File: src/rtl/core/mbc1_pkg.sv
`default_nettype none
package mbc1_pkg;

    // bus operation codes
    typedef enum logic [1:0] {
        OP_CTRL_WRITE = 2'd0,
        OP_ROM_READ   = 2'd1,
        OP_RAM_READ   = 2'd2,
        OP_RAM_WRITE  = 2'd3
    } op_t;

    // memory target codes
    localparam logic [1:0] TGT_NONE = 2'd0;
    localparam logic [1:0] TGT_ROM  = 2'd1;
    localparam logic [1:0] TGT_RAM  = 2'd2;

    // configuration register indexes
    localparam logic [1:0] REG_ROM_MASK    = 2'd0;
    localparam logic [1:0] REG_RAM_MASK    = 2'd1;
    localparam logic [1:0] REG_RAM_PRESENT = 2'd2;

    // control write regions, address bits 14:13
    localparam logic [1:0] REGION_RAM_ENABLE = 2'd0;
    localparam logic [1:0] REGION_ROM_BANK   = 2'd1;
    localparam logic [1:0] REGION_RAM_BANK   = 2'd2;
    localparam logic [1:0] REGION_MODEL      = 2'd3;

    localparam logic [7:0]  RAM_ENABLE_KEY       = 8'h0A;
    localparam logic [15:0] MULTICART_PROBE_ADDR = 16'h2100;
    localparam logic [7:0]  ROM_BANK_LOW_MASK    = 8'h1F;

    // multicart flag values
    localparam logic [1:0] MULTICART_NONE   = 2'd0;
    localparam logic [1:0] MULTICART_PROBED = 2'd1;
    localparam logic [1:0] MULTICART_NO_RAM = 2'd2;
    localparam logic [1:0] MULTICART_ACTIVE = 2'd3;

    localparam logic [21:0] ROM_WINDOW_SIZE = 22'h004000;

    localparam logic [21:0] ROM_MASK_RESET    = 22'h007FFF;
    localparam logic [14:0] RAM_MASK_RESET    = 15'h1FFF;
    localparam logic        RAM_PRESENT_RESET = 1'b1;

    typedef struct packed {
        op_t         operation;
        logic [15:0] bus_address;
        logic [7:0]  bus_data;
    } mbc_req_t;

    typedef struct packed {
        logic [1:0]  target;
        logic [21:0] phys_address;
        logic        mem_write;
        logic [7:0]  mem_data;
        logic        force_ff;
    } mbc_rsp_t;

    typedef struct packed {
        logic [21:0] rom_mask;
        logic [14:0] ram_mask;
        logic        ram_present;
    } mbc_cfg_t;

    typedef struct packed {
        logic        ram_enabled;
        logic [7:0]  rom_bank;
        logic [1:0]  ram_bank;
        logic        model_select;
        logic [1:0]  rom_high_bits;
        logic [14:0] ram_bank_offset;
        logic [1:0]  multicart_flag;
        logic [21:0] rom_low_base;
        logic [21:0] rom_high_base;
        logic [14:0] ram_window_base;
    } mbc_state_t;

    localparam mbc_state_t STATE_RESET = '{
        ram_enabled:     1'b0,
        rom_bank:        8'd1,
        ram_bank:        2'd0,
        model_select:    1'b0,
        rom_high_bits:   2'd0,
        ram_bank_offset: 15'd0,
        multicart_flag:  MULTICART_NONE,
        rom_low_base:    22'd0,
        rom_high_base:   ROM_WINDOW_SIZE,
        ram_window_base: 15'd0
    };

endpackage
`default_nettype wire

File: src/rtl/core/mbc1_stream_if.sv
`default_nettype none
interface mbc1_stream_if #(
    parameter type payload_t = logic
) ();
    logic     valid;
    logic     ready;
    payload_t payload;

    modport source (output valid, output payload, input ready);
    modport sink   (input valid, input payload, output ready);
endinterface
`default_nettype wire

File: src/rtl/core/mbc1_bank_controller_top.sv
`default_nettype none
// cartridge bank controller: translates cpu bus accesses into rom/ram byte addresses
// an accepted transaction goes into the input register, then into the result register
// throughput: one transaction per cycle through both registers, unless rsp.ready stalls
// control writes update the bank state in the same pass, so the next transaction sees them
// reset: asynchronous active low; bank state returns to rom bank 1, high window 0x4000,
// ram disabled, masks 0x7fff / 0x1fff, ram present; pipeline empties
module mbc1_bank_controller_top (
    input  wire logic        clk,
    input  wire logic        rst_n,
    mbc1_stream_if.sink      req,
    mbc1_stream_if.source    rsp,
    input  wire logic        psel,
    input  wire logic        penable,
    input  wire logic        pwrite,
    input  wire logic [3:0]  paddr,
    input  wire logic [31:0] pwdata,
    output logic [31:0]      prdata,
    output logic             pready
);
    import mbc1_pkg::*;

    // configuration registers
    logic [21:0] rom_mask_reg;
    logic [14:0] ram_mask_reg;
    logic        ram_present_reg;
    mbc_cfg_t    cfg;
    logic        cfg_write;

    // input stage and result stage
    logic        s1_valid_reg;
    logic        s1_valid_next;
    mbc_req_t    s1_req_reg;
    logic        out_valid_reg;
    logic        out_valid_next;
    mbc_rsp_t    out_rsp_reg;
    mbc_rsp_t    rsp_comb;
    logic        accept;
    logic        advance;

    mbc_state_t  state;
    logic        bank_wr;
    logic        ram_ok;
    logic [14:0] ram_phys;
    logic [21:0] rom_base;

    assign cfg.rom_mask    = rom_mask_reg;
    assign cfg.ram_mask    = ram_mask_reg;
    assign cfg.ram_present = ram_present_reg;

    // apb: no wait states, write completes in the access phase
    assign pready    = 1'b1;
    assign cfg_write = psel && penable && pwrite && pready;

    always_ff @(posedge clk or negedge rst_n)
    begin
        if (!rst_n)
        begin
            rom_mask_reg    <= ROM_MASK_RESET;
            ram_mask_reg    <= RAM_MASK_RESET;
            ram_present_reg <= RAM_PRESENT_RESET;
        end
        else if (cfg_write)
        begin
            unique case (paddr[3:2])
                REG_ROM_MASK:    rom_mask_reg    <= pwdata[21:0];
                REG_RAM_MASK:    ram_mask_reg    <= pwdata[14:0];
                REG_RAM_PRESENT: ram_present_reg <= pwdata[0];
                default:         ram_present_reg <= ram_present_reg;
            endcase
        end
    end

    always_comb
    begin
        unique case (paddr[3:2])
            REG_ROM_MASK:    prdata = {10'd0, rom_mask_reg};
            REG_RAM_MASK:    prdata = {17'd0, ram_mask_reg};
            REG_RAM_PRESENT: prdata = {31'd0, ram_present_reg};
            default:         prdata = '0;
        endcase
    end

    // pipeline handshake: the input stage moves on whenever the result
    // register is empty or its transaction is being taken
    assign advance   = s1_valid_reg && (!out_valid_reg || rsp.ready);
    assign req.ready = !s1_valid_reg || advance;
    assign accept    = req.valid && req.ready;

    assign s1_valid_next  = accept || (s1_valid_reg && !advance);
    assign out_valid_next = advance || (out_valid_reg && !rsp.ready);

    always_ff @(posedge clk or negedge rst_n)
    begin
        if (!rst_n)
        begin
            s1_valid_reg  <= 1'b0;
            out_valid_reg <= 1'b0;
        end
        else
        begin
            s1_valid_reg  <= s1_valid_next;
            out_valid_reg <= out_valid_next;
        end
    end

    always_ff @(posedge clk)
    begin
        if (accept)
        begin
            s1_req_reg <= req.payload;
        end
        if (advance)
        begin
            out_rsp_reg <= rsp_comb;
        end
    end

    // control writes at or above 0x8000 are ignored
    assign bank_wr = advance && (s1_req_reg.operation == OP_CTRL_WRITE)
                     && !s1_req_reg.bus_address[15];

    mbc1_bank_regs u_bank_regs (
        .clk         (clk),
        .rst_n       (rst_n),
        .wr_en       (bank_wr),
        .bus_address (s1_req_reg.bus_address),
        .bus_data    (s1_req_reg.bus_data),
        .cfg         (cfg),
        .state       (state)
    );

    // address translation from the current window bases
    assign ram_ok   = state.ram_enabled && ram_present_reg;
    // ram accesses only use the low 13 address bits, wrapped by the ram size
    assign ram_phys = (state.ram_window_base + {2'b00, s1_req_reg.bus_address[12:0]})
                      & ram_mask_reg;
    // bit 14 picks the switchable high window
    assign rom_base = s1_req_reg.bus_address[14] ? state.rom_high_base : state.rom_low_base;

    always_comb
    begin
        rsp_comb = '0;
        case (s1_req_reg.operation)
            OP_ROM_READ:
            begin
                if (!s1_req_reg.bus_address[15])
                begin
                    rsp_comb.target       = TGT_ROM;
                    rsp_comb.phys_address = (rom_base
                                             + {8'd0, s1_req_reg.bus_address[13:0]})
                                            & rom_mask_reg;
                end
            end
            OP_RAM_READ:
            begin
                if (ram_ok)
                begin
                    rsp_comb.target       = TGT_RAM;
                    rsp_comb.phys_address = {7'd0, ram_phys};
                end
                else
                begin
                    // disabled or missing ram reads back as 0xff
                    rsp_comb.force_ff = 1'b1;
                end
            end
            OP_RAM_WRITE:
            begin
                if (ram_ok)
                begin
                    rsp_comb.target       = TGT_RAM;
                    rsp_comb.phys_address = {7'd0, ram_phys};
                    rsp_comb.mem_write    = 1'b1;
                    rsp_comb.mem_data     = s1_req_reg.bus_data;
                end
            end
            default:
            begin
                // control writes produce an all-zero result
                rsp_comb = '0;
            end
        endcase
    end

    assign rsp.valid   = out_valid_reg;
    assign rsp.payload = out_rsp_reg;

endmodule
`default_nettype wire

File: src/rtl/core/mbc1_bank_regs.sv
`default_nettype none
module mbc1_bank_regs (
    input  wire logic                  clk,
    input  wire logic                  rst_n,
    input  wire logic                  wr_en,
    input  wire logic [15:0]           bus_address,
    input  wire logic [7:0]            bus_data,
    input  wire mbc1_pkg::mbc_cfg_t    cfg,
    output mbc1_pkg::mbc_state_t       state
);
    import mbc1_pkg::*;

    mbc_state_t  st_reg;
    mbc_state_t  st_next;
    logic [7:0]  rom_sel;
    logic [1:0]  ram_sel;
    logic [1:0]  high_new;
    logic [21:0] rom_a;
    logic [14:0] ram_a;

    always_comb
    begin
        st_next  = st_reg;
        rom_sel  = bus_data;
        ram_sel  = bus_data[1:0];
        high_new = bus_data[1:0];
        rom_a    = '0;
        ram_a    = '0;
        if (wr_en)
        begin
            unique case (bus_address[14:13])
                REGION_RAM_ENABLE:
                begin
                    st_next.ram_enabled = ((bus_data & RAM_ENABLE_KEY) == RAM_ENABLE_KEY);
                end
                REGION_ROM_BANK:
                begin
                    if (bus_data == 8'd1 && bus_address == MULTICART_PROBE_ADDR)
                    begin
                        st_next.multicart_flag = MULTICART_PROBED;
                    end
                    // bank 0 in the low five bits selects the next bank
                    if ((bus_data & ROM_BANK_LOW_MASK) == 8'd0)
                    begin
                        rom_sel = bus_data + 8'd1;
                    end
                    if (rom_sel != st_reg.rom_bank)
                    begin
                        if (st_next.multicart_flag == MULTICART_ACTIVE)
                        begin
                            rom_a = {2'b00, st_reg.rom_high_bits, rom_sel[3:0], 14'd0};
                        end
                        else if (!st_reg.model_select)
                        begin
                            rom_a = {rom_sel, 14'd0} | {1'b0, st_reg.rom_high_bits, 19'd0};
                        end
                        else
                        begin
                            rom_a = {rom_sel, 14'd0};
                        end
                        st_next.rom_bank      = rom_sel;
                        st_next.rom_high_base = rom_a & cfg.rom_mask;
                    end
                end
                REGION_RAM_BANK:
                begin
                    if (st_reg.model_select)
                    begin
                        if (!cfg.ram_present)
                        begin
                            if (st_reg.multicart_flag == MULTICART_ACTIVE)
                            begin
                                // multicart remaps both rom windows
                                rom_a = {2'b00, high_new, 18'd0} & cfg.rom_mask;
                                st_next.rom_high_bits = high_new;
                                st_next.rom_low_base  = rom_a;
                                st_next.rom_high_base = rom_a + ROM_WINDOW_SIZE;
                            end
                            else
                            begin
                                st_next.multicart_flag = MULTICART_NONE;
                            end
                        end
                        if (ram_sel != st_reg.ram_bank)
                        begin
                            ram_a = {ram_sel, 13'd0} & cfg.ram_mask;
                            if (cfg.ram_present)
                            begin
                                st_next.ram_window_base = ram_a;
                            end
                            st_next.ram_bank        = ram_sel;
                            st_next.ram_bank_offset = ram_a;
                            if (st_next.multicart_flag != MULTICART_ACTIVE)
                            begin
                                st_next.rom_high_bits = 2'd0;
                            end
                        end
                    end
                    else
                    begin
                        st_next.rom_high_bits = high_new;
                        st_next.rom_high_base = ({st_reg.rom_bank, 14'd0}
                                                 | {1'b0, high_new, 19'd0}) & cfg.rom_mask;
                        if (cfg.ram_present)
                        begin
                            st_next.ram_window_base = '0;
                        end
                        st_next.ram_bank = 2'd0;
                    end
                end
                REGION_MODEL:
                begin
                    st_next.model_select = bus_data[0];
                    if (bus_data[0])
                    begin
                        ram_a = {st_reg.ram_bank, 13'd0} & cfg.ram_mask;
                        if (cfg.ram_present)
                        begin
                            st_next.ram_window_base = st_reg.ram_bank_offset;
                            st_next.multicart_flag  = MULTICART_NONE;
                        end
                        else
                        begin
                            st_next.multicart_flag = st_reg.multicart_flag | MULTICART_NO_RAM;
                        end
                        st_next.ram_bank_offset = ram_a;
                        st_next.rom_high_base   = {st_reg.rom_bank, 14'd0} & cfg.rom_mask;
                    end
                    else
                    begin
                        st_next.rom_high_base = ({st_reg.rom_bank, 14'd0}
                                                 | {1'b0, st_reg.rom_high_bits, 19'd0})
                                                & cfg.rom_mask;
                        if (cfg.ram_present)
                        begin
                            st_next.ram_window_base = '0;
                        end
                    end
                end
                default:
                begin
                    st_next = st_reg;
                end
            endcase
        end
    end

    always_ff @(posedge clk or negedge rst_n)
    begin
        if (!rst_n)
        begin
            st_reg <= STATE_RESET;
        end
        else
        begin
            st_reg <= st_next;
        end
    end

    assign state = st_reg;

endmodule
`default_nettype wire

File: src/flat_wrapper.sv
// flat-port wrapper written by rule: the top's interface ports become plain ports
module mbc1_bank_controller_top_flat import mbc1_pkg::*;
  (clk, rst_n, psel, penable, pwrite, paddr, pwdata, prdata, pready, req_valid, req_payload, req_ready, rsp_valid, rsp_payload, rsp_ready);
  mbc1_stream_if #(.payload_t(mbc_req_t)) req_i ();
  mbc1_stream_if #(.payload_t(mbc_rsp_t)) rsp_i ();
  input  wire logic clk;
  input  wire logic rst_n;
  input  wire logic psel;
  input  wire logic penable;
  input  wire logic pwrite;
  input  wire logic [3:0] paddr;
  input  wire logic [31:0] pwdata;
  output logic [31:0] prdata;
  output logic pready;
  input wire logic [$bits(req_i.valid)-1:0] req_valid;
  input wire logic [$bits(req_i.payload)-1:0] req_payload;
  output wire logic [$bits(req_i.ready)-1:0] req_ready;
  output wire logic [$bits(rsp_i.valid)-1:0] rsp_valid;
  output wire logic [$bits(rsp_i.payload)-1:0] rsp_payload;
  input wire logic [$bits(rsp_i.ready)-1:0] rsp_ready;
  assign req_i.valid = req_valid;
  assign req_i.payload = req_payload;
  assign req_ready = req_i.ready;
  assign rsp_valid = rsp_i.valid;
  assign rsp_payload = rsp_i.payload;
  assign rsp_i.ready = rsp_ready;
  mbc1_bank_controller_top u_core (.clk(clk), .rst_n(rst_n), .req(req_i), .rsp(rsp_i), .psel(psel), .penable(penable), .pwrite(pwrite), .paddr(paddr), .pwdata(pwdata), .prdata(prdata), .pready(pready));
endmodule
File: config.mk
export PLATFORM = sky130hd
export DESIGN_NAME = mbc1_bank_controller_top_flat
export DESIGN_NICKNAME = d
export VERILOG_FILES = /design/src/rtl/core/mbc1_pkg.sv /design/src/rtl/core/mbc1_stream_if.sv /design/src/rtl/core/mbc1_bank_controller_top.sv /design/src/rtl/core/mbc1_bank_regs.sv /design/src/flat_wrapper.sv
export SDC_FILE = /design/constraint.sdc
export NUM_CORES = 1
export LEC_CHECK = 0
export CORE_MARGIN = 4
export CORE_UTILIZATION = 37
export CTS_CLUSTER_SIZE = 12
export DETAILED_ROUTE_END_ITERATION = 6
export DONT_BUFFER_PORTS = 1
export GPL_TIMING_DRIVEN = 0
export PLACE_DENSITY = 0.54
export SYNTH_ARGS = -nofsm -noshare
export SYNTH_HDL_FRONTEND = slang
export SYNTH_SLANG_ARGS = --single-unit
File: constraint.sdc
create_clock -name clk -period 7.3 [get_ports clk]
set_clock_uncertainty 0.05 [all_clocks]
set_input_delay 1.095 -clock clk [delete_from_list [all_inputs] [get_ports clk]]
set_output_delay 1.095 -clock clk [all_outputs]
set_load 0.005 [all_outputs]
==> impl_metrics.toml <==
[detailed_routing]
drt-initial-drc-count = 281
vias = 4836
ant_nets = 0
drc_errors = 0
routed_wl_mm = 18.63
vias_per_cell = 5.189
wl_per_cell_um = 19.98
drt_pass1_iterations = 5

[final_layout]
utilization = 0.4307
drive_gt1_frac = 0.2068
n_fill_cell = 1796
final_area_um2 = 8164
largest_register_ff_count = 43
diodes = 0
nets = 746
syn2layout_area_growth_pct = 12.95
finalNonFillerCells = 932

[die]
num_rows = 50
fp.coreArea_um2 = 18960
fp.dieW_um = 147.8
die_y_um = 147.8
start_util = 0.3813
dieArea_um2 = 21840
top_level_ports = 138

[clocking]
cts_resized = 0
cts_tree = "done"
htree_levels = 4
clk_latency_ns = 0.42
cts-root-buf = "clkbuf_16"
holdBufCountCts = 0
clockBufferDepth = 2
cts_num_sinks = 143
cts_setup_buffers = 0
cts_buffers = 17
clkTransAtPathRegs_ns = 0.06

[logic_synthesis]
synth_largest_area_cell = "edfxtp_1"
yosysTopAreaCellShare = 0.2493
synth_seq_cells = 143
async_flop_share = 0.5804
avgSynthCellArea_um2 = 11.47
synth_warnings = 0
synth_edf_count = 60
ys_seq_area_frac = 0.5420
synthTopCellsByArea = "edfxtp_1 (25%), dfrtp_1 (18%), dfstp_2 (11%)"
syn_area_um2 = 7228
synth.distinct_cells = 62
synth_ff_type = "edfxtp_1"
synthCells = 630

[power_and_ir_drop]
switching_share = 0.2722
p_leak_nw = 3.359
sequentialPowerShare = 0.488
switching_power_mw = 0.6089
p_int_mw = 1.628
pwr_density_cell_nw_per_um2 = 274.0
finalPower_mw = 2.237
peakVddDrop_uv = 161.0
combPwrFrac = 0.135
p_clk_frac = 0.377

[placed_design]
dp.cells = 900
dpl_cell_area_um2 = 7596
gp_congestion = 0.8763
port_buffers = 0
hpwl_mm = 13.83

[worst_setup_path]
start_kind = "input pin"
crit_type = "in -> out"
worstPathArrival_ns = 2.65
worstPathRequired_ns = 6.15
cp_max_fo = 10
end_kind = "primary output"

[sta]
drv_slew = 0
rsz0062_at_grt = "false"
finalSetupTns_ns = 0
tightest_slew_ns = 1.167
fin_crit_ns = 3.795
fmax_mhz = 263.5
hold_viol_final = 0
slew_headroom = 0.2218
setup_viol = 0
period_share = 0.5199

[flow_run]
max-cap-violations = 0

[grt]
grt.met1_usage = 0.2523
grt_pass1_wl_mm = 29.12
grt_pass1_vias = 4831
busiest_layer = "met1"
grt_max_degree = 84
grtUsageTotal = 0.1740
antenna_found_initial = 1
grt_use_met2 = 0.2457
gr-total-overflow = 0
gr-usage-met3 = 0.05089

[min_path]
hold_class = "in -> async"

[run_status]
status = "finished, final reports clean"
power by group through the flow:
stage | clock, mW | combinational (mW) | sequential (mW)
floorplan | 0 | 0.236 | 1.07
CTS | 0.865 | 0.302 | 1.09
global placement | 0 | 0.292 | 1.10
finish | 0.842 | 0.302 | 1.09
global route | 0.907 | 0.337 | 1.11
detailed placement | 0 | 0.300 | 1.11
final timing paths:
check | from | to | slack [ns] | depth (start not counted)
min reg2reg | u_core.s1_valid_reg$_DFF_PN0_ | u_core.rsp.valid$_DFF_PN0_ | 0.44 | 1
max reg2reg | u_core.s1_req_reg[8]$_DFFE_PP_ | u_core.rsp.payload[24]$_DFFE_PP_ | 4.23 | 9
max | paddr[2] | prdata[11] | 3.50 | 4
max in group asynchronous | rst_n | u_core.u_bank_regs.state[81]$_DFFE_PN1P_ | 6.66 | 0
min in group clk | u_core.s1_valid_reg$_DFF_PN0_ | u_core.rsp.valid$_DFF_PN0_ | 0.44 | 1
min | rst_n | u_core.u_bank_regs.state[4]$_DFFE_PN0P_ | 0.32 | 0
cell usage in the layout, fill, tap and decap left out, drive strengths merged, types with 7 or more instances in the layout:
| cell type | synthesis | routed |
|---|---|---|
| a21o | 8 | 8 |
| a21oi | 22 | 22 |
| and2 | 12 | 12 |
| and3 | 19 | 19 |
| buf | 20 | 20 |
| clkbuf | 19 | 37 |
| clkinv | 1 | 7 |
| conb | 2 | 12 |
| dfrtp | 52 | 52 |
| dfstp | 31 | 31 |
| edfxtp | 60 | 60 |
| ha | 17 | 17 |
| inv | 18 | 21 |
| mux2 | 48 | 48 |
| mux2i | 21 | 21 |
| nand2 | 53 | 53 |
| nand3 | 36 | 36 |
| nor2 | 35 | 35 |
| nor2b | 15 | 15 |
| nor3 | 7 | 7 |
| o21ai | 44 | 44 |
| xnor2 | 18 | 18 |
| xor2 | 16 | 16 |
layer usage:
metal / up-vias / part of all wire
li1: 2294 / -
met1: 2339 / 0.48
met2: 174 / 0.43
met3: 27 / 0.069
met4: 2 / 0.022
met5: - / 0.00070
through the flow:
step                setup WS, ns  hold slack, ns
floorplan                  3.945          0.4046
global placement           3.496          0.4239
detailed placement         3.477          0.4368
CTS                        3.451          0.3014
global route               3.347          0.3026
finish                     3.505          0.3196
cells by family after synthesis:
family	count (synthesis)	synth area share
simple gates	205	0.1492
compound gates	101	0.08707
flops	143	0.5420
fa+ha+maj	18	0.03220
other cells	2	0.001039
xor+xnor	34	0.04120
mux	69	0.1059
buf+inv	58	0.04137
area by class of cell:
type                    count  area (um^2)  share of cell area
clock buffers              18        429.2             0.05257
clock inverters            14        138.9             0.01701
flip-flops and latches    143         3918              0.4798
plain buffers              39        227.7             0.02789
multi-input cells         439         3054              0.3741
inverters                  19        71.32            0.008736
well taps                 260        325.3             0.03985
critical path: stages:
cell and delay (ns):
clkbuf_1 0.49, buf_1 0.64, mux2i_1 0.18, nor2_1 0.24
Yosys cell counts (all sizes together) (3+ instances only):
cell and number:
nand4 4, nand2 53, a32o 3, dfstp 31, buf 20, ha 17
nor3 7, nand2b 3, nor2b 15, xor2 16, nor3b 4, inv 18
nand3 36, a21oi 22, o21bai 3, dfrtp 52, mux2i 21, nor2 35
nand4b 3, edfxtp 60, o211ai 3, a21o 8, nor4 6, o31ai 3
xnor2 18, and2 12, mux2 48, and3 19, clkbuf 19, o21ai 44
Power figures use the tool's default switching activity.
